==> config.mk <==
export PLATFORM = sky130hd
export DESIGN_NAME = olas_window
export DESIGN_NICKNAME = d
export VERILOG_FILES = /design/src/hdl/olas_pkg.sv /design/src/hdl/olas_window.sv
export SDC_FILE = /design/constraint.sdc
export NUM_CORES = 1
export LEC_CHECK = 0
export BUFFER_PORTS_ARGS = -buffer_cell sky130_fd_sc_hd__buf_2
export CORE_MARGIN = 2
export CORE_UTILIZATION = 47
export CTS_CLUSTER_SIZE = 28
export DETAILED_ROUTE_END_ITERATION = 16
export SKIP_CTS_REPAIR_TIMING = 1
export SYNTH_ARGS = -nofsm -noshare
export SYNTH_HDL_FRONTEND = slang
export SYNTH_SLANG_ARGS = --single-unit
==> constraint.sdc <==
create_clock -name clock -period 16.55 [get_ports clock]
set_clock_uncertainty 0.15 [all_clocks]
set_input_delay 1.655 -clock clock [delete_from_list [all_inputs] [get_ports clock]]
set_output_delay 1.655 -clock clock [all_outputs]
set_load 0.1 [all_outputs]
==> src/hdl/olas_pkg.sv <==
// Shared types and constants for the owned life automaton step block.
// Used by the cell memory, the window unit and the top level; no dependencies.
`default_nettype none

package olas_pkg;

   localparam int unsigned OWNER_W = 2;
   localparam int unsigned OWNER_CODES = 2 ** OWNER_W;
   localparam int unsigned KIND_W = 2;
   localparam int unsigned POS_W = 6;
   localparam int unsigned SIZE_W = 7;
   localparam int unsigned GEN_W = 32;
   localparam int unsigned CSR_IDX_W = 4;

   localparam int unsigned MAX_SIDE_DEFAULT = 64;
   localparam int unsigned MIN_SIDE = 3;
   localparam int unsigned GRID_RESET = 64;

   localparam logic [KIND_W-1:0] KIND_WRITE = 2'd0;
   localparam logic [KIND_W-1:0] KIND_READ = 2'd1;
   localparam logic [KIND_W-1:0] KIND_STEP = 2'd2;

   localparam logic [CSR_IDX_W-1:0] CSR_GRID_WIDTH = 4'd0;
   localparam logic [CSR_IDX_W-1:0] CSR_GRID_HEIGHT = 4'd1;

   typedef struct packed {
      logic               alive;
      logic [OWNER_W-1:0] owner;
   } cell_type;

endpackage

`default_nettype wire

==> src/hdl/olas_window.sv <==
// Two row line buffers, a 3x3 cell window and the life rule for its center.
// Depends on olas_pkg for the cell type.
`default_nettype none

module olas_window #(
   parameter int unsigned MAX_SIDE = olas_pkg::MAX_SIDE_DEFAULT
) (
   input  wire logic          clock,
   input  wire logic          shift_en,
   input  olas_pkg::cell_type cell_in,
   input  wire logic          center_interior,
   output olas_pkg::cell_type next_out
);

   localparam int unsigned NBR_W = 4;
   localparam logic [NBR_W-1:0] BIRTH_COUNT = 4'd3;
   localparam logic [NBR_W-1:0] KEEP_COUNT = 4'd2;

   olas_pkg::cell_type line1_ff [MAX_SIDE];
   olas_pkg::cell_type line2_ff [MAX_SIDE];
   olas_pkg::cell_type win_ff [3][3];

   olas_pkg::cell_type          center;
   logic [NBR_W-1:0]            live_count;
   logic [NBR_W-1:0]            owner_count [olas_pkg::OWNER_CODES];
   logic [olas_pkg::OWNER_W-1:0] winner;

   // Row 0 of the window is the oldest row, column 2 the newest column.
   always_ff @(posedge clock) begin
      if (shift_en) begin
         line1_ff[0] <= cell_in;
         line2_ff[0] <= line1_ff[MAX_SIDE-1];
         for (int i = 1; i < MAX_SIDE; i++) begin
            line1_ff[i] <= line1_ff[i-1];
            line2_ff[i] <= line2_ff[i-1];
         end
         for (int r = 0; r < 3; r++) begin
            win_ff[r][0] <= win_ff[r][1];
            win_ff[r][1] <= win_ff[r][2];
         end
         win_ff[0][2] <= line2_ff[MAX_SIDE-1];
         win_ff[1][2] <= line1_ff[MAX_SIDE-1];
         win_ff[2][2] <= cell_in;
      end
   end

   always_comb begin
      center = win_ff[1][1];
      live_count = '0;
      for (int o = 0; o < olas_pkg::OWNER_CODES; o++) begin
         owner_count[o] = '0;
      end
      for (int r = 0; r < 3; r++) begin
         for (int c = 0; c < 3; c++) begin
            if (!(r == 1 && c == 1) && win_ff[r][c].alive) begin
               live_count = live_count + NBR_W'(1);
               owner_count[win_ff[r][c].owner] = owner_count[win_ff[r][c].owner] + NBR_W'(1);
            end
         end
      end
      // Owner zero never wins, so a birth from it keeps the old owner.
      winner = '0;
      for (int o = 1; o < olas_pkg::OWNER_CODES; o++) begin
         if (owner_count[o] >= NBR_W'(2)) begin
            winner = olas_pkg::OWNER_W'(o);
         end
      end

      next_out = center;
      if (!center_interior) begin
         next_out.alive = 1'b0;
      end else if (live_count == BIRTH_COUNT) begin
         if (!center.alive) begin
            next_out.alive = 1'b1;
            if (winner != '0) begin
               next_out.owner = winner;
            end
         end
      end else if (live_count != KEEP_COUNT) begin
         next_out.alive = 1'b0;
      end
   end

endmodule

`default_nettype wire

# == Yosys cells after proc, flatten, opt, wreduce, memory -nomap -nowiden ==
# Memory sizes are Yosys's and may differ from the RTL's.
# Cells that the tools add are included.
# op_classes
n_mux,75
order_cmp,19
n_bitwise,9
n_eq_ne,2
n_reduce_logical,9
add_sub_neg,15
# ops
operator,count
$mux W4,31
$bwmux W16,7
$mux W16,7
$bmux W4 S2,8
$demux W4 S2,8
$add A4 B1 Y4 const B,15
$ge A3 B3 Y1 const B,8
$lt A3 B1 Y1 const B,8
$not A2 Y3,8
$and A16 B16 Y16,1
$ge A4 B2 Y1 const B,3
$mux W12,1
$mux W2,6
$logic_and A1 B1 Y1,8
$mux W1,7
$eq A4 B2 Y1 const B,1
$ne A4 B2 Y1 const B,1
$reduce_bool A2 Y1,1
# totals
ram_bits,411
out_inout_bits,3
mem_count,3
ff_bits,0
inputBits,6
# mem_list
name,depth,word_bits,rd,rd_clocked_by_memory_dff,wr,line,source
line1_ff,64,3,64,0,64,olas_window.sv:19,olas_pkg::cell_type line1_ff [MAX_SIDE];
line2_ff,64,3,64,0,64,olas_window.sv:20,olas_pkg::cell_type line2_ff [MAX_SIDE];
win_ff,3,9,3,0,3,olas_window.sv:21,olas_pkg::cell_type win_ff [3][3];

# == Logic depth before layout (Yosys ltp) ==
# Gate-level depths: netlist (run 1).
# An unclocked memory read counts as a cell.
# depth
depth_word,59
depth_mapped,37
mapped_depth_nobuf,35

# == Worst setup path after synthesis (run 1) ==
# Ideal clock, no wire load.
# synth_timing
path_kind,flip-flop to output port
start,memory win_ff[0][3] in the netlist's numbering
end,output port next_out[0] in the netlist's numbering
required_ps,14745
n_path_buf,1
path_slack_ps,6486
arrival_time_ps,8259
path_stages_with_launch,36
cell_sequence,edfxtp_1 nand3b_1 xnor2_1 inv_1 mux4_2 ha_1 clkbuf_1 nand3b_1 o31ai_1 a211oi_1 nor3_1 xnor2_1 nand2_1 and2_1 mux4_2 ha_1 nor2_1 a21oi_1 a32o_1 a211o_1 inv_1 xnor2_1 o2111ai_1 nand3_1 ha_1 o21ai_0 mux2i_1 nand2_1 o21ai_0 ha_1 nand2b_1 nor3_1 o2111ai_1 o211ai_1 or3b_1 a22oi_1
# synth_lines
item,line,source
start: declaration,olas_window.sv:21,
end: declaration,olas_window.sv:12,output olas_pkg::cell_type next_out

==> results of run 1 <==
==> worst max-delay path by stage <==
stage	startpoint	end	slack, ns	cells after the start
6_report	win_ff[0][3]	next_out[0]	5.71	31
3_5_place_dp	win_ff[0][4]	next_out[0]	6.42	31
2_1_floorplan	win_ff[0][3]	next_out[0]	6.49	35
5_1_grt	win_ff[0][5]	next_out[0]	5.06	31
3_3_place_gp	win_ff[0][3]	next_out[0]	6.49	35
4_1_cts	win_ff[0][3]	next_out[0]	5.81	31
==> flip-flops by register name, summed over array words and instances, names as in the netlist <==
register  flops
line1_ff    192
line2_ff    183
win_ff       18
==> synth_stat cells, types with 13 or more instances <==
cell / number / share of area
edfxtp_1: 393 / 0.77
nand2_1: 59 / 0.014
nor2_1: 38 / 0.0093
nand3_1: 34 / 0.011
a21oi_1: 25 / 0.0082
xnor2_1: 25 / 0.014
clkbuf_1: 22 / 0.0054
o21ai_0: 20 / 0.0065
xor2_1: 18 / 0.010
inv_1: 17 / 0.0042
nor3_1: 16 / 0.0052
ha_1: 13 / 0.011
==> critical path, delay by kind of cell, from the launching register on <==
family | cells | cell delay (ns)
simple gates | 11 | 2.29
fa+ha+maj | 4 | 1.47
compound gates | 8 | 2.38
mux | 3 | 0.76
flops | 1 | 0.48
buf+inv | 3 | 0.61
xor+xnor | 2 | 0.52
==> stage by stage <==
stage | hold WS (ns) | instances | util | instance area, um2 | setup WS [ns]
after floorplan | 0.250 | 907 | - | 15300 | 6.49
after CTS | 0.262 | 1398 | 0.526 | 17000 | 5.81
final | 0.257 | 1398 | 0.526 | 17000 | 5.71
after detailed placement | 0.255 | 1328 | 0.489 | 15800 | 6.42
after global placement | 0.251 | 1328 | 0.489 | 15800 | 6.49
after global routing | 0.269 | 1398 | 0.526 | 17000 | 5.06
==> report_power, final <==
group	internal [uW]	leakage, uW	switching (uW)	total [uW]
logic	57.3	0.00134	108	165
clock network	452	0.000567	357	809
registers	1160	0.00385	29.6	1190
total	1670	0.00575	495	2160
==> per-layer routing <==
| layer | part of all wire | GRT usage |
|---|---|---|
| met3 | 0.051 | 0.0294 |
| met4 | 0.029 | 0.0576 |
| met5 | 0 | 0 |
| met2 | 0.40 | 0.203 |
| met1 | 0.52 | 0.257 |
==> placed cells by master, fill, tap and decap left out, drive strengths merged, types with 15 or more instances in the layout <==
cell type,Yosys,layout
edfxtp,393,393
nand2,60,60
clkbuf,22,53
nor2,38,38
nand3,35,35
xnor2,28,28
a21oi,26,26
o21ai,24,24
xor2,18,18
inv,18,18
nor3,16,16
clkinv,0,15
==> cell families (layout without fill, tap and decap cells) <==
group                      Yosys count  count (layout)  share of synthesized area
AOI/OAI and AO/OA                  132             132                     0.0636
xor gates and xnor gates            50              50                     0.0345
adders and majority gates           13              13                     0.0106
buffers and inverters               51             100                     0.0141
DFF                                393             393                      0.771
muxes                               20              20                     0.0176
and+or+nand+nor                    248             248                     0.0889
==> final cells by class <==
class | count | area [um2] | area share
tap | 442 | 553 | 0.0325
timing repair buffer | 12 | 80.1 | 0.00471
multi-input combinational | 463 | 3300 | 0.194
sequential | 393 | 11800 | 0.694
inverter | 18 | 67.6 | 0.00398
clock buffer | 53 | 1050 | 0.0618
clock inverter | 17 | 149 | 0.00876
==> results.json, run 1 <==
{
  "worst_ep_arrival_time_ns": 9.04,
  "post-dp-hpwl_mm": 15.5,
  "final.period_utilization": 0.655,
  "dr.pass1.iters": 5,
  "power_density_nw_per_um2": 127,
  "slew_headroom": 0.282,
  "nets": 947,
  "max_freq_mhz": 92.2,
  "gr-total-overflow": 0,
  "worst-setup-path-type": "reg -> out",
  "critPathCaptureType": "primary output",
  "place.gp.congestion": 0.911,
  "rr_worst_depth": 0,
  "ant_nets": 0,
  "drt_iter0_markers": 778,
  "root_buffer": "clkbuf_16",
  "rows": 66,
  "dieArea_um2": 34000,
  "max_stage_delay_ns": 0.78,
  "synth.yosys.warnings": 0,
  "grt_pass1_wl_mm": 41.0,
  "start_util": 0.474,
  "grt_pass1_vias": 7211,
  "final-hold-violation-count": 0,
  "cts_buffers": 40,
  "finalPower_uw": 2160,
  "fp.coreArea_um2": 32300,
  "crit_top_cell": "ha_1",
  "syn_nets": 926,
  "regToRegEndpoint": "line2_ff[0][9]",
  "peakVddDrop_uv": 91.8,
  "nFillCells": 2588,
  "wl_mm": 26.3,
  "routedWlPerCell_um": 18.8,
  "synth_ff_type": "edfxtp_1",
  "async_flop_share": 0,
  "clock_latency_ns": 0.54,
  "tns_ns": 0,
  "yosysUniqueCellTypes": 84,
  "reg2reg_slack_ns": 15.15,
  "cts.path.max_buffers": 3,
  "r2r-start": "win_ff[0][15]",
  "cp_slowest_cell": "a2111oi_0",
  "status": "completed",
  "clkTransAtPathRegs_ns": 0.07,
  "synth_edf_count": 393,
  "synth_area_um2": 15300,
  "cts_tree": "built",
  "ys_ff_latch": 393,
  "rsz0062_at_grt": "no",
  "track_usage": 0.156,
  "drcViolationCount": 0,
  "hp-class": "reg -> reg",
  "synth_area_per_cell_um2": 16.9,
  "h-tree-depth": 2,
  "ys_seq_area_frac": 0.771,
  "grt_max_degree": 91,
  "drive_gt1_frac": 0.0983,
  "setup_viol": 0,
  "diodes": 0,
  "post-route-min-period_ns": 10.84,
  "holdPathStages": 0,
  "cp_max_fo": 9,
  "vias_per_cell": 5.55,
  "holdPathEnd": "line1_ff[1][17]",
  "grt_antenna_before_repair": 0,
  "maxCapViolations": 0,
  "die_h_um": 185,
  "fp.dieW_um": 185,
  "syn_inst": 907,
  "worst_pin_slew_ns": 1.08,
  "final_max_slew_viol_count": 0,
  "p_leak_uw": 0.00575,
  "hp-start": "line1_ff[1][14]",
  "vias": 7757,
  "cts_sinks": 393,
  "area_delta_synth_final_pct": 11.0,
  "cp-start-kind": "flip-flop",
  "required_ns": 14.74,
  "ioPinCount": 9,
  "io_buffers": 8
}
Note: power is estimated with default switching activity, not from simulation.
==> inputs of run 2 (changes only) <==
==> constraint.sdc (replaced) <==
create_clock -name clock -period 11.25 [get_ports clock]
set_clock_uncertainty 0.15 [all_clocks]
set_input_delay 1.125 -clock clock [delete_from_list [all_inputs] [get_ports clock]]
set_output_delay 1.125 -clock clock [all_outputs]
set_load 0.1 [all_outputs]
==> run 2 against run 1 <==
Effect of this change:
- cell count rose by 0.14%
- register-to-register slack lost 5.3 ns
- combinational power up 48%
- critical endpoint unchanged
- design area barely moved
- clock power up 47%
==> results.json, run 2 (synthesis results as in run 1) <==
{
  "gr-total-overflow": 0,
  "diodes": 0,
  "place.gp.congestion": 0.906,
  "wl_mm": 26.5,
  "drive_gt1_frac": 0.100,
  "setup_viol": 0,
  "final_max_slew_viol_count": 0,
  "worst-setup-path-type": "reg -> out",
  "fp.dieW_um": 185,
  "ant_nets": 0,
  "post-route-min-period_ns": 10.31,
  "post-place-ws_ns": 1.62,
  "nets": 947,
  "clkTransAtPathRegs_ns": 0.06,
  "rsz0062_at_grt": "no",
  "dr.pass1.iters": 5,
  "worst_pin_slew_ns": 1.05,
  "start_util": 0.474,
  "rows": 66,
  "cp_slowest_cell": "a2111oi_0",
  "tns_ns": 0,
  "power_density_nw_per_um2": 187,
  "h-tree-depth": 2,
  "io_buffers": 8,
  "final_common_cell": "edfxtp_1",
  "worst_ep_arrival_time_ns": 9.03,
  "largest_register": "line1_ff",
  "critPathCaptureType": "primary output",
  "grt_antenna_before_repair": 0,
  "cts_buffers": 40,
  "root_buffer": "clkbuf_16",
  "finalPower_uw": 3190,
  "cts.path.max_buffers": 3,
  "crit_family": "compound AO/OA/AOI/OAI gates",
  "max_stage_delay_ns": 0.87,
  "largest_reg_flops": 192,
  "reg_top3": "line1_ff x192, line2_ff x183, win_ff x18",
  "cts_sinks": 393,
  "dp_cells": 1328,
  "vias": 7706,
  "track_usage": 0.159,
  "status": "completed",
  "drt_iter0_markers": 711,
  "clock_latency_ns": 0.54,
  "vias_per_cell": 5.50,
  "final_cell_mix": "edfxtp_1 (393), nand2_1 (59), clkbuf_16 (40)",
  "hp-class": "reg -> reg",
  "crit_top_cell": "ha_1",
  "cts_tree": "built",
  "crit_buf_inv": 3,
  "final-hold-violation-count": 0,
  "grt_pass1_wl_mm": 41.8,
  "setup_ws_ns": 0.943,
  "slew_headroom": 0.299,
  "fin_util": 0.527,
  "final.period_utilization": 0.916,
  "routedWlPerCell_um": 18.9,
  "required_ns": 9.98,
  "cp-start-kind": "flip-flop",
  "grt_max_degree": 95,
  "drcViolationCount": 0,
  "p_leak_uw": 0.00576,
  "dieArea_um2": 34000,
  "fin_cells": 1400,
  "area_delta_synth_final_pct": 11.0,
  "post-dp-hpwl_mm": 15.7,
  "ioPinCount": 9,
  "peakVddDrop_uv": 123,
  "maxCapViolations": 0,
  "grt_pass1_vias": 7339,
  "fp.coreArea_um2": 32300,
  "cp_max_fo": 9,
  "max_freq_mhz": 97.0,
  "die_h_um": 185
}
==> run 2: worst paths after layout <==
check	startpoint	endpoint	slack, ns	cells past startpoint
setup / recovery	win_ff[0][3]	next_out[0]	0.94	31
hold / removal	line1_ff[1][11]	line1_ff[1][14]	0.26	0
setup reg to reg	win_ff[0][15]	line2_ff[0][9]	9.85	0
hold reg to reg	line1_ff[1][11]	line1_ff[1][14]	0.26	0
==> run 2: through the flow <==
stage               area, um2  hold slack, ns
global route            17000           0.252
CTS                     17000           0.253
detailed placement      15800           0.255
floorplan               15300           0.250
finish                  17000           0.259
global placement        15800           0.251
==> run 2: layer usage <==
layer | vias up | global-route usage | routed length [um]
met2 | 174 | 0.215 | 10900
met1 | 3861 | 0.256 | 13600
met5 | - | 0 | 0
met3 | 59 | 0.0316 | 1240
li1 | 3612 | - | -
met4 | 0 | 0.0525 | 645
==> run 2: final cells by class <==
class                           count  area (um2)
Tap cell                          442         553
Sequential cell                   393       11800
Inverter                           18        67.6
Clock buffer                       47        1030
Timing Repair Buffer               12        80.1
Multi-Input combinational cell    463        3300
Clock inverter                     25         179
Fill cell                        2633       15300
==> run 2: report_power, final <==
group          internal (uW)  total, uW  switching [uW]
sequential              1710       1750            43.2
combinational           84.5        245             160
clock                    661       1190             530
total                   2450       3190             734
==> inputs of run 3 (changes only) <==
--- a/config.mk
+++ b/config.mk
@@ -6,10 +6,13 @@
 export NUM_CORES = 1
 export LEC_CHECK = 0
 export BUFFER_PORTS_ARGS = -buffer_cell sky130_fd_sc_hd__buf_2
+export CELL_PAD_IN_SITES_DETAIL_PLACEMENT = 1
+export CELL_PAD_IN_SITES_GLOBAL_PLACEMENT = 1
 export CORE_MARGIN = 2
 export CORE_UTILIZATION = 47
 export CTS_CLUSTER_SIZE = 28
 export DETAILED_ROUTE_END_ITERATION = 16
+export PLACE_DENSITY_LB_ADDON = 0.1
 export SKIP_CTS_REPAIR_TIMING = 1
 export SYNTH_ARGS = -nofsm -noshare
 export SYNTH_HDL_FRONTEND = slang
==> run 3 against run 2 <==
Effect of this change:
- via count up 0.19%
- total power is 2.6% higher
- sequential power about the same
- cell count is essentially flat
- core utilization is 0.24 points higher
- critical endpoint unchanged
==> results.json, run 3 (synthesis results as in run 1) <==
{
  "rows": 66,
  "dr.pass1.iters": 4,
  "power_density_nw_per_um2": 191,
  "p_sw_uw": 746,
  "final-hold-violation-count": 0,
  "p_leak_uw": 0.00580,
  "cp_slowest_cell": "edfxtp_1",
  "maxCapViolations": 0,
  "cts_buffers": 40,
  "h-tree-depth": 2,
  "worst-setup-path-type": "reg -> out",
  "gr-total-overflow": 0,
  "diodes": 0,
  "setup_ws_ns": 0.838,
  "switching_share": 0.228,
  "required_ns": 9.98,
  "start_util": 0.474,
  "hp-class": "reg -> reg",
  "nFillCells": 2971,
  "status": "completed",
  "nets": 947,
  "vias": 7721,
  "power.internal_uw": 2520,
  "final.period_utilization": 0.926,
  "rsz0062_at_grt": "no",
  "track_usage": 0.190,
  "reg_top3": "line1_ff x192, line2_ff x183, win_ff x18",
  "worst_ep_arrival_time_ns": 9.14,
  "grt_pass1_vias": 7977,
  "place.gp.congestion": 0.888,
  "peakVddDrop_uv": 259,
  "cp_max_fo": 11,
  "max_freq_mhz": 96.0,
  "worst_pin_slew_ns": 0.992,
  "final_common_cell": "edfxtp_1",
  "post-dp-hpwl_mm": 19.1,
  "slew_headroom": 0.339,
  "crit_top_cell": "ha_1",
  "fp.dieW_um": 185,
  "grt_antenna_before_repair": 0,
  "fin_area_um2": 17100,
  "final_cell_mix": "edfxtp_1 (393), nand2_1 (59), clkbuf_16 (40)",
  "ioPinCount": 9,
  "clock_latency_ns": 0.55,
  "setup_viol": 0,
  "dieArea_um2": 34000,
  "tns_ns": 0,
  "max_stage_delay_ns": 0.56,
  "largest_register": "line1_ff",
  "drt_iter0_markers": 569,
  "area_delta_synth_final_pct": 11.5,
  "post-place-ws_ns": 1.27,
  "cts_sinks": 393,
  "clkTransAtPathRegs_ns": 0.06,
  "wl_mm": 30.4,
  "seq_power_share": 0.535,
  "grt_pass1_wl_mm": 48.0,
  "grt_max_degree": 181,
  "largest_reg_flops": 192,
  "cts.path.max_buffers": 3,
  "vias_per_cell": 5.52,
  "final_max_slew_viol_count": 0,
  "critPathCaptureType": "primary output",
  "fp.coreArea_um2": 32300,
  "combPwrFrac": 0.079,
  "die_h_um": 185,
  "post-route-min-period_ns": 10.41,
  "io_buffers": 8,
  "fin_util": 0.529,
  "drcViolationCount": 0,
  "cp-start-kind": "flip-flop",
  "drive_gt1_frac": 0.104,
  "routedWlPerCell_um": 21.7,
  "ant_nets": 0,
  "dpl-instance-area_um2": 15800,
  "root_buffer": "clkbuf_16",
  "cts_tree": "built",
  "p_clk_frac": 0.386
}
==> run 3: changes by cell type in the layout (fill, tap and decap cells not counted), sizes merged <==
| cell | delta |
|---|---|
| buf | -1 |
| bufinv | +3 |
| clkbuf | +4 |
| clkinv | -10 |
| clkinvlp | +1 |
| inv | +2 |
==> run 3: layout make-up <==
cell class,count,area (um2),share of cell area
inverters,18,67.6,0.00396
multi-input cells,463,3300,0.193
flip-flops and latches,393,11800,0.691
well taps,442,553,0.0324
repair buffers,12,95.1,0.00557
clock buffers,50,1040,0.0608
clock inverters,21,224,0.0131
==> run 3: worst max-delay path, delay by kind of cell, from the launching register on <==
family / cells / cell delay, ns
muxes: 4 / 1.29
buffers and inverters: 3 / 0.51
AOI/OAI and AO/OA: 8 / 1.79
xor gates and xnor gates: 3 / 0.74
and+or+nand+nor: 12 / 2.13
DFF: 1 / 0.56
adders and majority gates: 4 / 1.54
==> run 3: path summary, 6_finish.rpt <==
check                                      from              end  slack (ns)  depth (start not counted)
worst max-delay path               win_ff[0][4]      next_out[0]        0.84                         34
worst max register to register     win_ff[0][9]    win_ff[0][12]        9.88                          0
worst min register to register  line1_ff[1][10]  line1_ff[1][13]        0.25                          0
worst min-delay path            line1_ff[1][10]  line1_ff[1][13]        0.25                          0
==> run 3: power by group through the flow <==
stage	clock (uW)	sequential, uW	combinational (uW)
final	1260	1750	259
after global routing	1350	1760	285
after CTS	1300	1750	258
after detailed placement	0	1780	258
after global placement	0	1780	246
after floorplan	0	1750	185
==> run 3: per-layer routing <==
| metal | share of wire | track usage | vias up |
|---|---|---|---|
| met3 | 0.037 | 0.0375 | 42 |
| li1 | - | - | 3612 |
| met4 | 0.020 | 0.0534 | 0 |
| met5 | 0 | 0 | - |
| met2 | 0.46 | 0.281 | 144 |
| met1 | 0.49 | 0.286 | 3923 |
==> run 3: per-stage QoR <==
stage                     total power [uW]  hold WS [ns]  std cells
after floorplan                       1930         0.250        907
after global placement                2020         0.251       1328
after detailed placement              2040         0.255       1328
after CTS                             3320         0.248       1399
after global routing                  3400         0.250       1399
final                                 3270         0.250       1399
